`config.mk`:
```
export PLATFORM = sky130hd
export DESIGN_NAME = ptp_meta_frame_filter
export DESIGN_NICKNAME = d
export VERILOG_FILES = /design/src/rtl/ptp_mff_pkg.sv /design/src/rtl/ptp_meta_frame_filter.sv /design/src/rtl/ptp_mff_front.sv /design/src/rtl/ptp_mff_queue.sv /design/src/rtl/ptp_mff_back.sv
export SDC_FILE = /design/constraint.sdc
export NUM_CORES = 1
export LEC_CHECK = 0
export ABC_CLOCK_PERIOD_IN_PS = 19250
export BUFFER_PORTS_ARGS = -buffer_cell sky130_fd_sc_hd__buf_2
export CAP_MARGIN = 5
export CORE_AREA = 4 4 202 204
export CTS_BUF_LIST = sky130_fd_sc_hd__clkbuf_8
export DETAILED_ROUTE_END_ITERATION = 12
export DIE_AREA = 0 0 206 208
export GPL_TIMING_DRIVEN = 1
export PLACE_DENSITY = 0.83
export SETUP_SLACK_MARGIN = 0.02
export SLEW_MARGIN = 20
export SYNTH_ARGS = -nofsm -noshare
export SYNTH_HDL_FRONTEND = slang
export SYNTH_HIERARCHICAL = 1
export SYNTH_SLANG_ARGS = --single-unit
```
`constraint.sdc`:
```
create_clock -name clock -period 19.25 [get_ports clock]
set_input_delay 1.925 -clock clock [delete_from_list [all_inputs] [get_ports clock]]
set_output_delay 1.925 -clock clock [all_outputs]
set_load 0.03 [all_outputs]
```
`src/rtl/ptp_mff_pkg.sv`:
```
// Shared types and constants of the PTP META frame filter.
package ptp_mff_pkg;

   localparam int MAC_W      = 48;
   localparam int VID_W      = 12;
   localparam int ETYPE_W    = 16;
   localparam int TAG_W      = 16;
   localparam int NS_W       = 30;
   localparam int SEC_W      = 32;
   localparam int ACTION_W   = 3;
   localparam int DEBT_OUT_W = 8;
   localparam int CSR_IDX_W  = 3;
   localparam int CSR_DATA_W = 48;

   localparam logic [ETYPE_W-1:0] PTP_ETHERTYPE = 16'h88F7;

   localparam logic [CSR_IDX_W-1:0] CSR_ENABLE      = 3'd0;
   localparam logic [CSR_IDX_W-1:0] CSR_META_SRC    = 3'd1;
   localparam logic [CSR_IDX_W-1:0] CSR_MGMT_MASK   = 3'd2;
   localparam logic [CSR_IDX_W-1:0] CSR_MGMT_MATCH  = 3'd3;
   localparam logic [CSR_IDX_W-1:0] CSR_PTP_VLAN_ID = 3'd4;

   localparam logic [ACTION_W-1:0] ACT_PASS      = 3'd0;
   localparam logic [ACTION_W-1:0] ACT_INVALID   = 3'd1;
   localparam logic [ACTION_W-1:0] ACT_META_Q    = 3'd2;
   localparam logic [ACTION_W-1:0] ACT_PKT_Q     = 3'd3;
   localparam logic [ACTION_W-1:0] ACT_META_FULL = 3'd4;
   localparam logic [ACTION_W-1:0] ACT_PKT_FULL  = 3'd5;
   localparam logic [ACTION_W-1:0] ACT_BAD_VLAN  = 3'd6;
   localparam logic [ACTION_W-1:0] ACT_FLUSHED   = 3'd7;

   localparam int QUEUE_DEPTH = 4;
   localparam int QPTR_W      = 2;
   localparam int QCNT_W      = 3;

   // Classified header as passed from the front end to the back end.
   typedef struct packed {
      logic             flush;
      logic             active;
      logic             meta;
      logic             mgmt;
      logic             ptp;
      logic             vlan_ok;
      logic             meta_full;
      logic             pkt_full;
      logic [NS_W-1:0]  nanoseconds;
      logic [SEC_W-1:0] seconds;
   } frame_class_type;

endpackage

```
`src/rtl/ptp_meta_frame_filter.sv`:
```
// Top level of the PTP META frame filter: front end, header queue and back end.
//
//   Channel  Direction  Handshake                 Carries
//   req_     in         req_valid / req_stall     one header or a flush request
//   rsp_     out        rsp_valid / rsp_stall     one routing decision per request
//   csr_     in         csr_write_enable          register writes, no read-back
//
// One request per cycle is sustained while rsp_stall is low; a result passes through the header
// queue and then the response register before it can be taken.
// The debt counter in the back end is updated once per decision.
// Reset is synchronous and clears the queue, the debt counter, the response valid flag
// and all configuration registers.
// A stalled response holds the back end; the four-entry queue keeps taking requests
// until it fills, and then req_stall rises.
module ptp_meta_frame_filter
   import ptp_mff_pkg::*;
#(
   parameter int DEBT_WIDTH = 8
) (
   input  logic                  clock,
   input  logic                  reset,
   input  logic                  csr_write_enable,
   input  logic [CSR_IDX_W-1:0]  csr_index,
   input  logic [CSR_DATA_W-1:0] csr_wdata,
   input  logic                  req_valid,
   output logic                  req_stall,
   input  logic                  req_func,
   input  logic [MAC_W-1:0]      req_dst_mac,
   input  logic [MAC_W-1:0]      req_src_mac,
   input  logic [ETYPE_W-1:0]    req_len_type,
   input  logic                  req_vlan_present,
   input  logic [TAG_W-1:0]      req_vlan_tci,
   input  logic                  req_meta_queue_full,
   input  logic                  req_packet_queue_full,
   input  logic [NS_W-1:0]       req_rx_nanoseconds,
   input  logic [SEC_W-1:0]      req_rx_seconds,
   output logic                  rsp_valid,
   input  logic                  rsp_stall,
   output logic                  rsp_consumed,
   output logic [ACTION_W-1:0]   rsp_action,
   output logic                  rsp_flush_queues,
   output logic [NS_W-1:0]       rsp_stamp_nanoseconds,
   output logic [SEC_W-1:0]      rsp_stamp_seconds,
   output logic [DEBT_OUT_W-1:0] rsp_debt_after
);

   frame_class_type front_class;
   frame_class_type queue_head;
   logic            queue_full;
   logic            queue_not_empty;
   logic            queue_push;
   logic            queue_pop;

   assign req_stall  = queue_full;
   assign queue_push = req_valid && !queue_full;

   ptp_mff_front u_front (
      .clock                 (clock),
      .reset                 (reset),
      .csr_write_enable      (csr_write_enable),
      .csr_index             (csr_index),
      .csr_wdata             (csr_wdata),
      .req_func              (req_func),
      .req_dst_mac           (req_dst_mac),
      .req_src_mac           (req_src_mac),
      .req_len_type          (req_len_type),
      .req_vlan_present      (req_vlan_present),
      .req_vlan_tci          (req_vlan_tci),
      .req_meta_queue_full   (req_meta_queue_full),
      .req_packet_queue_full (req_packet_queue_full),
      .req_rx_nanoseconds    (req_rx_nanoseconds),
      .req_rx_seconds        (req_rx_seconds),
      .class_out             (front_class)
   );

   ptp_mff_queue u_queue (
      .clock     (clock),
      .reset     (reset),
      .push      (queue_push),
      .push_data (front_class),
      .pop       (queue_pop),
      .full      (queue_full),
      .not_empty (queue_not_empty),
      .head      (queue_head)
   );

   ptp_mff_back #(
      .DEBT_WIDTH (DEBT_WIDTH)
   ) u_back (
      .clock                 (clock),
      .reset                 (reset),
      .item_valid            (queue_not_empty),
      .item                  (queue_head),
      .item_pop              (queue_pop),
      .rsp_valid             (rsp_valid),
      .rsp_stall             (rsp_stall),
      .rsp_consumed          (rsp_consumed),
      .rsp_action            (rsp_action),
      .rsp_flush_queues      (rsp_flush_queues),
      .rsp_stamp_nanoseconds (rsp_stamp_nanoseconds),
      .rsp_stamp_seconds     (rsp_stamp_seconds),
      .rsp_debt_after        (rsp_debt_after)
   );

endmodule

```
`src/rtl/ptp_mff_front.sv`:
```
// Front end: configuration registers and header classification.
module ptp_mff_front
   import ptp_mff_pkg::*;
(
   input  logic                  clock,
   input  logic                  reset,
   input  logic                  csr_write_enable,
   input  logic [CSR_IDX_W-1:0]  csr_index,
   input  logic [CSR_DATA_W-1:0] csr_wdata,
   input  logic                  req_func,
   input  logic [MAC_W-1:0]      req_dst_mac,
   input  logic [MAC_W-1:0]      req_src_mac,
   input  logic [ETYPE_W-1:0]    req_len_type,
   input  logic                  req_vlan_present,
   input  logic [TAG_W-1:0]      req_vlan_tci,
   input  logic                  req_meta_queue_full,
   input  logic                  req_packet_queue_full,
   input  logic [NS_W-1:0]       req_rx_nanoseconds,
   input  logic [SEC_W-1:0]      req_rx_seconds,
   output frame_class_type       class_out
);

   logic             enable_ff;
   logic [MAC_W-1:0] meta_src_ff;
   logic [MAC_W-1:0] mgmt_mask_ff;
   logic [MAC_W-1:0] mgmt_match_ff;
   logic [VID_W-1:0] vlan_id_ff;

   always_ff @(posedge clock) begin
      if (reset) begin
         enable_ff     <= 1'b0;
         meta_src_ff   <= '0;
         mgmt_mask_ff  <= '0;
         mgmt_match_ff <= '0;
         vlan_id_ff    <= '0;
      end else if (csr_write_enable) begin
         case (csr_index)
            CSR_ENABLE:      enable_ff     <= csr_wdata[0];
            CSR_META_SRC:    meta_src_ff   <= csr_wdata[MAC_W-1:0];
            CSR_MGMT_MASK:   mgmt_mask_ff  <= csr_wdata[MAC_W-1:0];
            CSR_MGMT_MATCH:  mgmt_match_ff <= csr_wdata[MAC_W-1:0];
            CSR_PTP_VLAN_ID: vlan_id_ff    <= csr_wdata[VID_W-1:0];
            default: begin
            end
         endcase
      end
   end

   always_comb begin
      class_out.flush       = req_func;
      class_out.active      = enable_ff;
      class_out.meta        = (req_src_mac == meta_src_ff);
      class_out.mgmt        = ((req_dst_mac & mgmt_mask_ff) == mgmt_match_ff);
      class_out.ptp         = (req_len_type == PTP_ETHERTYPE);
      class_out.vlan_ok     = !req_vlan_present || (req_vlan_tci[VID_W-1:0] == vlan_id_ff);
      class_out.meta_full   = req_meta_queue_full;
      class_out.pkt_full    = req_packet_queue_full;
      class_out.nanoseconds = req_rx_nanoseconds;
      class_out.seconds     = req_rx_seconds;
   end

endmodule

```
`src/rtl/ptp_mff_queue.sv`:
```
// Short queue of classified headers between the front and back ends.
module ptp_mff_queue
   import ptp_mff_pkg::*;
(
   input  logic            clock,
   input  logic            reset,
   input  logic            push,
   input  frame_class_type push_data,
   input  logic            pop,
   output logic            full,
   output logic            not_empty,
   output frame_class_type head
);

   frame_class_type      entry_ff [QUEUE_DEPTH];
   logic [QPTR_W-1:0]    wr_ptr_ff;
   logic [QPTR_W-1:0]    rd_ptr_ff;
   logic [QCNT_W-1:0]    count_ff;
   logic [QCNT_W-1:0]    count_in;

   assign full      = (count_ff == QCNT_W'(QUEUE_DEPTH));
   assign not_empty = (count_ff != '0);
   assign head      = entry_ff[rd_ptr_ff];

   always_comb begin
      count_in = count_ff;
      if (push && !pop) begin
         count_in = count_ff + 1'b1;
      end else if (pop && !push) begin
         count_in = count_ff - 1'b1;
      end
   end

   always_ff @(posedge clock) begin
      if (reset) begin
         wr_ptr_ff <= '0;
         rd_ptr_ff <= '0;
         count_ff  <= '0;
      end else begin
         count_ff <= count_in;
         if (push) begin
            wr_ptr_ff <= wr_ptr_ff + 1'b1;
         end
         if (pop) begin
            rd_ptr_ff <= rd_ptr_ff + 1'b1;
         end
      end
   end

   always_ff @(posedge clock) begin
      if (push) begin
         entry_ff[wr_ptr_ff] <= push_data;
      end
   end

endmodule

```
`src/rtl/ptp_mff_back.sv`:
```
// Back end: routing decision, META debt counter and the response register.
module ptp_mff_back
   import ptp_mff_pkg::*;
#(
   parameter int DEBT_WIDTH = 8
) (
   input  logic                  clock,
   input  logic                  reset,
   input  logic                  item_valid,
   input  frame_class_type       item,
   output logic                  item_pop,
   output logic                  rsp_valid,
   input  logic                  rsp_stall,
   output logic                  rsp_consumed,
   output logic [ACTION_W-1:0]   rsp_action,
   output logic                  rsp_flush_queues,
   output logic [NS_W-1:0]       rsp_stamp_nanoseconds,
   output logic [SEC_W-1:0]      rsp_stamp_seconds,
   output logic [DEBT_OUT_W-1:0] rsp_debt_after
);

   logic [DEBT_WIDTH-1:0] debt_ff;
   logic [DEBT_WIDTH-1:0] debt_in;
   logic [DEBT_WIDTH-1:0] debt_inc;
   logic                  debt_nonzero;
   logic                  invalid;

   logic                  valid_ff;
   logic                  consumed_ff;
   logic                  consumed_in;
   logic [ACTION_W-1:0]   action_ff;
   logic [ACTION_W-1:0]   action_in;
   logic                  flush_ff;
   logic                  flush_in;
   logic [NS_W-1:0]       ns_ff;
   logic [NS_W-1:0]       ns_in;
   logic [SEC_W-1:0]      sec_ff;
   logic [SEC_W-1:0]      sec_in;
   logic [DEBT_WIDTH+DEBT_OUT_W-1:0] debt_wide;

   // The response register takes a new decision when it is empty or being drained.
   assign item_pop = item_valid && (!valid_ff || !rsp_stall);

   assign debt_nonzero = (debt_ff != '0);
   assign debt_inc     = (debt_ff == '1) ? debt_ff : debt_ff + 1'b1;
   assign invalid      = (item.meta && debt_nonzero) || (item.meta && item.mgmt) ||
                         (item.meta && item.ptp) || (item.mgmt != item.ptp);

   always_comb begin
      debt_in     = debt_ff;
      consumed_in = 1'b0;
      action_in   = ACT_PASS;
      flush_in    = 1'b0;
      ns_in       = '0;
      sec_in      = '0;
      if (item.flush) begin
         debt_in   = '0;
         action_in = ACT_FLUSHED;
         flush_in  = 1'b1;
      end else if (item.active) begin
         if (invalid) begin
            consumed_in = 1'b1;
            action_in   = ACT_INVALID;
            if (item.mgmt) begin
               debt_in = debt_inc;
            end else if (item.meta && debt_nonzero) begin
               debt_in = debt_ff - 1'b1;
            end
         end else if (item.meta || (item.mgmt && item.ptp)) begin
            consumed_in = 1'b1;
            if (!item.vlan_ok) begin
               action_in = ACT_BAD_VLAN;
               if (item.meta) begin
                  flush_in = 1'b1;
                  debt_in  = '0;
               end else begin
                  debt_in = debt_inc;
               end
            end else if (item.meta) begin
               if (item.meta_full) begin
                  action_in = ACT_META_FULL;
                  flush_in  = 1'b1;
                  debt_in   = '0;
               end else begin
                  action_in = ACT_META_Q;
               end
            end else if (item.pkt_full) begin
               action_in = ACT_PKT_FULL;
               debt_in   = debt_inc;
            end else begin
               action_in = ACT_PKT_Q;
               ns_in     = item.nanoseconds;
               sec_in    = item.seconds;
            end
         end
      end
   end

   always_ff @(posedge clock) begin
      if (reset) begin
         debt_ff  <= '0;
         valid_ff <= 1'b0;
      end else begin
         if (item_pop) begin
            debt_ff  <= debt_in;
            valid_ff <= 1'b1;
         end else if (!rsp_stall) begin
            valid_ff <= 1'b0;
         end
      end
   end

   always_ff @(posedge clock) begin
      if (item_pop) begin
         consumed_ff <= consumed_in;
         action_ff   <= action_in;
         flush_ff    <= flush_in;
         ns_ff       <= ns_in;
         sec_ff      <= sec_in;
      end
   end

   // The debt after the step is the one now held, seen through its low byte.
   assign debt_wide = {{DEBT_OUT_W{1'b0}}, debt_ff};

   assign rsp_valid             = valid_ff;
   assign rsp_consumed          = consumed_ff;
   assign rsp_action            = action_ff;
   assign rsp_flush_queues      = flush_ff;
   assign rsp_stamp_nanoseconds = ns_ff;
   assign rsp_stamp_seconds     = sec_ff;
   assign rsp_debt_after        = debt_wide[DEBT_OUT_W-1:0];

endmodule

```
==> results.sh <==
export IMPL_cts_setup_buffers=0
export IMPL_critPathKind="input pin to flip-flop"
export IMPL_drt_first_iter_violations=1163
export IMPL_layout_drive_gt1_share=0.269
export IMPL_finalSetupTns_ns=0
export IMPL_finalHoldViolations=0
export IMPL_drc=0
export IMPL_leakage_nw=8.82
export IMPL_worst_pin_slew_ns=1.10
export IMPL_min_from="u_front/mgmt_mask_ff[47]$_SDFFE_PP0P_"
export IMPL_cts_root_buf="clkbuf_8"
export IMPL_die_w_um=206
export IMPL_maxCapViolCount=0
export IMPL_die_area_um2=42800
export IMPL_dieHeight_um=208
export IMPL_synthDistinctLibCells=61
export IMPL_numCtsBuffers=83
export IMPL_reg2reg_depth=8
export IMPL_wl_per_cell_um=20.3
export IMPL_firstDrtPassIters=5
export IMPL_grt_pass1_wl_mm=76.8
export IMPL_crit_fanout=56
export IMPL_pre_cts_ws_ns=14.59
export IMPL_endpoint="u_queue/count_ff[2]$_SDFFE_PP0P_"
export IMPL_syn_nets=1891
export IMPL_fmax_mhz=250
export IMPL_reg2reg_to="u_back/rsp_debt_after[4]$_SDFFE_PP0P_"
export IMPL_avgSynthCellArea_um2=13.1
export IMPL_power_density_nw_per_um2=125
export IMPL_clkSinkCount=522
export IMPL_crit_required_ns=19.81
export IMPL_path_clk_slew_ns=0.06
export IMPL_irDropWorstVdd_mv=0.0825
export IMPL_cts_repair_resized=0
export IMPL_nets=2168
export IMPL_synth_top_flop_cell="edfxtp_1"
export IMPL_synth_top_area_share=0.488
export IMPL_synth_area_leaders="edfxtp_1 (49%), dfxtp_1 (16%), mux4_2 (7.4%)"
export IMPL_fillers=2931
export IMPL_power_total_mw=3.04
export IMPL_end_kind="flip-flop"
export IMPL_start_kind="input pin"
export IMPL_coreArea_um2=39300
export IMPL_ys_seq_area_frac=0.652
export IMPL_synthCells=1631
export IMPL_viasPerCell=5.52
export IMPL_grt_max_degree=101
export IMPL_io_pins=327
export IMPL_htree_levels=3
export IMPL_io_buffers=322
export IMPL_drv_slew=0
export IMPL_cts_hold_buffers_added=0
export IMPL_area_growth_syn_to_layout_pct=14.1
export IMPL_clockBufferDepth=3
export IMPL_grtUsageTotal=0.232
export IMPL_finalCriticalPeriod_ns=4.00
export IMPL_yosys_top_cells_count="nand2_1 (371), edfxtp_1 (347), dfxtp_1 (175), a21oi_1 (167), mux4_2 (70)"
export IMPL_gr_total_overflow=0
export IMPL_hp_class="flip-flop to flip-flop"
export IMPL_finClkSkew_ns=0.0369
export IMPL_setup_violations=0
export IMPL_status="finished, final reports clean"
export IMPL_rows=73
export IMPL_antenna_found_initial=22
export IMPL_post_synth_top_count_cell="nand2_1"
export IMPL_synth_area_um2=21300
export IMPL_initial_core_util=0.543
export IMPL_via_count=13844
export IMPL_cp_startpoint="rsp_stall"
export IMPL_yosys_warnings=6
export IMPL_cts_tree="built"
export IMPL_grt_pass1_vias=13988
export IMPL_clk_latency_ns=0.65
export IMPL_hpwl_mm=33.9
export IMPL_postRouteAntennaNets=0
export IMPL_arrival_ns=4.56
export IMPL_grt_setup_unrepaired="no"
export IMPL_wl_mm=50.9
export IMPL_slew_headroom=0.270
export IMPL_gp_congestion=0.897
export IMPL_synth_async_reset_ratio=0
export IMPL_ys_ff_latch=522
export IMPL_setup_slack_ns=15.25
export IMPL_synth_edf_count=347
export IMPL_synth_top_area_cell="edfxtp_1"
export IMPL_ff2ff_setup_slack_ns=15.30
export IMPL_holdWs_ns=0.453
export IMPL_fin_crit_sh=0.208
worst min-delay path by stage:
stage	end	slack (ns)	cells past startpoint
after floorplan	u_front/mgmt_mask_ff[0]$_SDFFE_PP0P_	0.44	2
after global placement	u_front/mgmt_mask_ff[21]$_SDFFE_PP0P_	0.44	2
after detailed placement	u_front/mgmt_mask_ff[47]$_SDFFE_PP0P_	0.45	2
after CTS	u_front/mgmt_mask_ff[47]$_SDFFE_PP0P_	0.45	2
after global routing	u_front/mgmt_mask_ff[21]$_SDFFE_PP0P_	0.47	2
final	u_front/mgmt_mask_ff[47]$_SDFFE_PP0P_	0.45	2
critical path, stage by stage:
cell and delay, ns:
buf_2 0.12, a21boi_4 0.53, buf_4 0.74, inv_1 0.14, ha_1 0.26, inv_1 0.08
fa_1 0.19, xor2_1 0.09, or3_1 0.32, a21oi_1 0.16
report_power, final:
part	leakage [nW]	internal [mW]	switching [mW]	total [mW]
Combinational	3.25	0.260	0.440	0.700
Sequential	4.66	1.37	0.0844	1.45
Clock	0.906	0.472	0.422	0.894
Total	8.82	2.10	0.946	3.04
per-stage QoR:
| stage | cell area [um2] | instances | util |
|---|---|---|---|
| floorplan | 21300 | 1631 | - |
| global placement | 22700 | 2348 | 0.579 |
| detailed placement | 22700 | 2348 | 0.579 |
| CTS | 24300 | 2497 | 0.619 |
| global route | 24300 | 2508 | 0.620 |
| finish | 24400 | 2510 | 0.620 |
routing by layer:
| metal | routed length (um) | GRT usage | vias up |
|---|---|---|---|
| met5 | 106 | 0 | - |
| met4 | 2160 | 0.105 | 18 |
| met3 | 4840 | 0.0661 | 150 |
| met2 | 25200 | 0.379 | 690 |
| met1 | 18600 | 0.287 | 6663 |
| li1 | - | - | 6323 |
final cells by class:
class,instances,area (um2),area share
multi-input cells,955,6390,0.262
diodes,13,32.5,0.00134
repair buffers,335,1710,0.0703
flip-flops and latches,522,13900,0.572
well taps,525,657,0.0270
clock buffers,93,1280,0.0526
inverters,11,41.3,0.00170
clock inverters,56,307,0.0126
sequential cells by signal (all words and copies together) (netlist names), 2 cells and up, named ones only:
name                          count
u_back/rsp_debt_after             8
u_front/mgmt_match_ff            48
u_front/meta_src_ff              48
u_queue/rd_ptr_ff                 2
u_back/rsp_stamp_nanoseconds     30
u_queue/count_ff                  3
u_back/rsp_action                 3
u_queue/wr_ptr_ff                 2
u_back/rsp_stamp_seconds         32
u_front/vlan_id_ff               12
u_front/mgmt_mask_ff             48
u_queue/entry_ff                280
cell families after synthesis:
| family | after synthesis | share of synthesized area |
|---|---|---|
| simple gates | 551 | 0.117 |
| flops | 522 | 0.652 |
| compound gates | 207 | 0.0526 |
| buf+inv | 154 | 0.0497 |
| xor+xnor | 113 | 0.0464 |
| mux | 74 | 0.0759 |
| fa+ha+maj | 10 | 0.00621 |
cell usage in the layout (no fill, tap or decap), types with 8 or more instances in the layout:
| master | netlist | layout |
|---|---|---|
| nand2_1 | 371 | 371 |
| edfxtp_1 | 347 | 347 |
| buf_2 | 22 | 321 |
| dfxtp_1 | 175 | 173 |
| a21oi_1 | 167 | 167 |
| clkbuf_8 | 0 | 93 |
| mux4_2 | 70 | 70 |
| and2_1 | 68 | 64 |
| xnor2_1 | 62 | 62 |
| xor2_1 | 51 | 51 |
| inv_1 | 11 | 36 |
| nor4_1 | 26 | 26 |
| clkinv_1 | 0 | 20 |
| nor2_1 | 21 | 20 |
| buf_4 | 69 | 14 |
| diode_2 | 0 | 13 |
| o21ai_0 | 13 | 13 |
| nor3_1 | 11 | 11 |
| nand4_1 | 11 | 11 |
| ha_1 | 9 | 9 |
| nand3_1 | 8 | 8 |
Power figures use the tool's default switching activity.
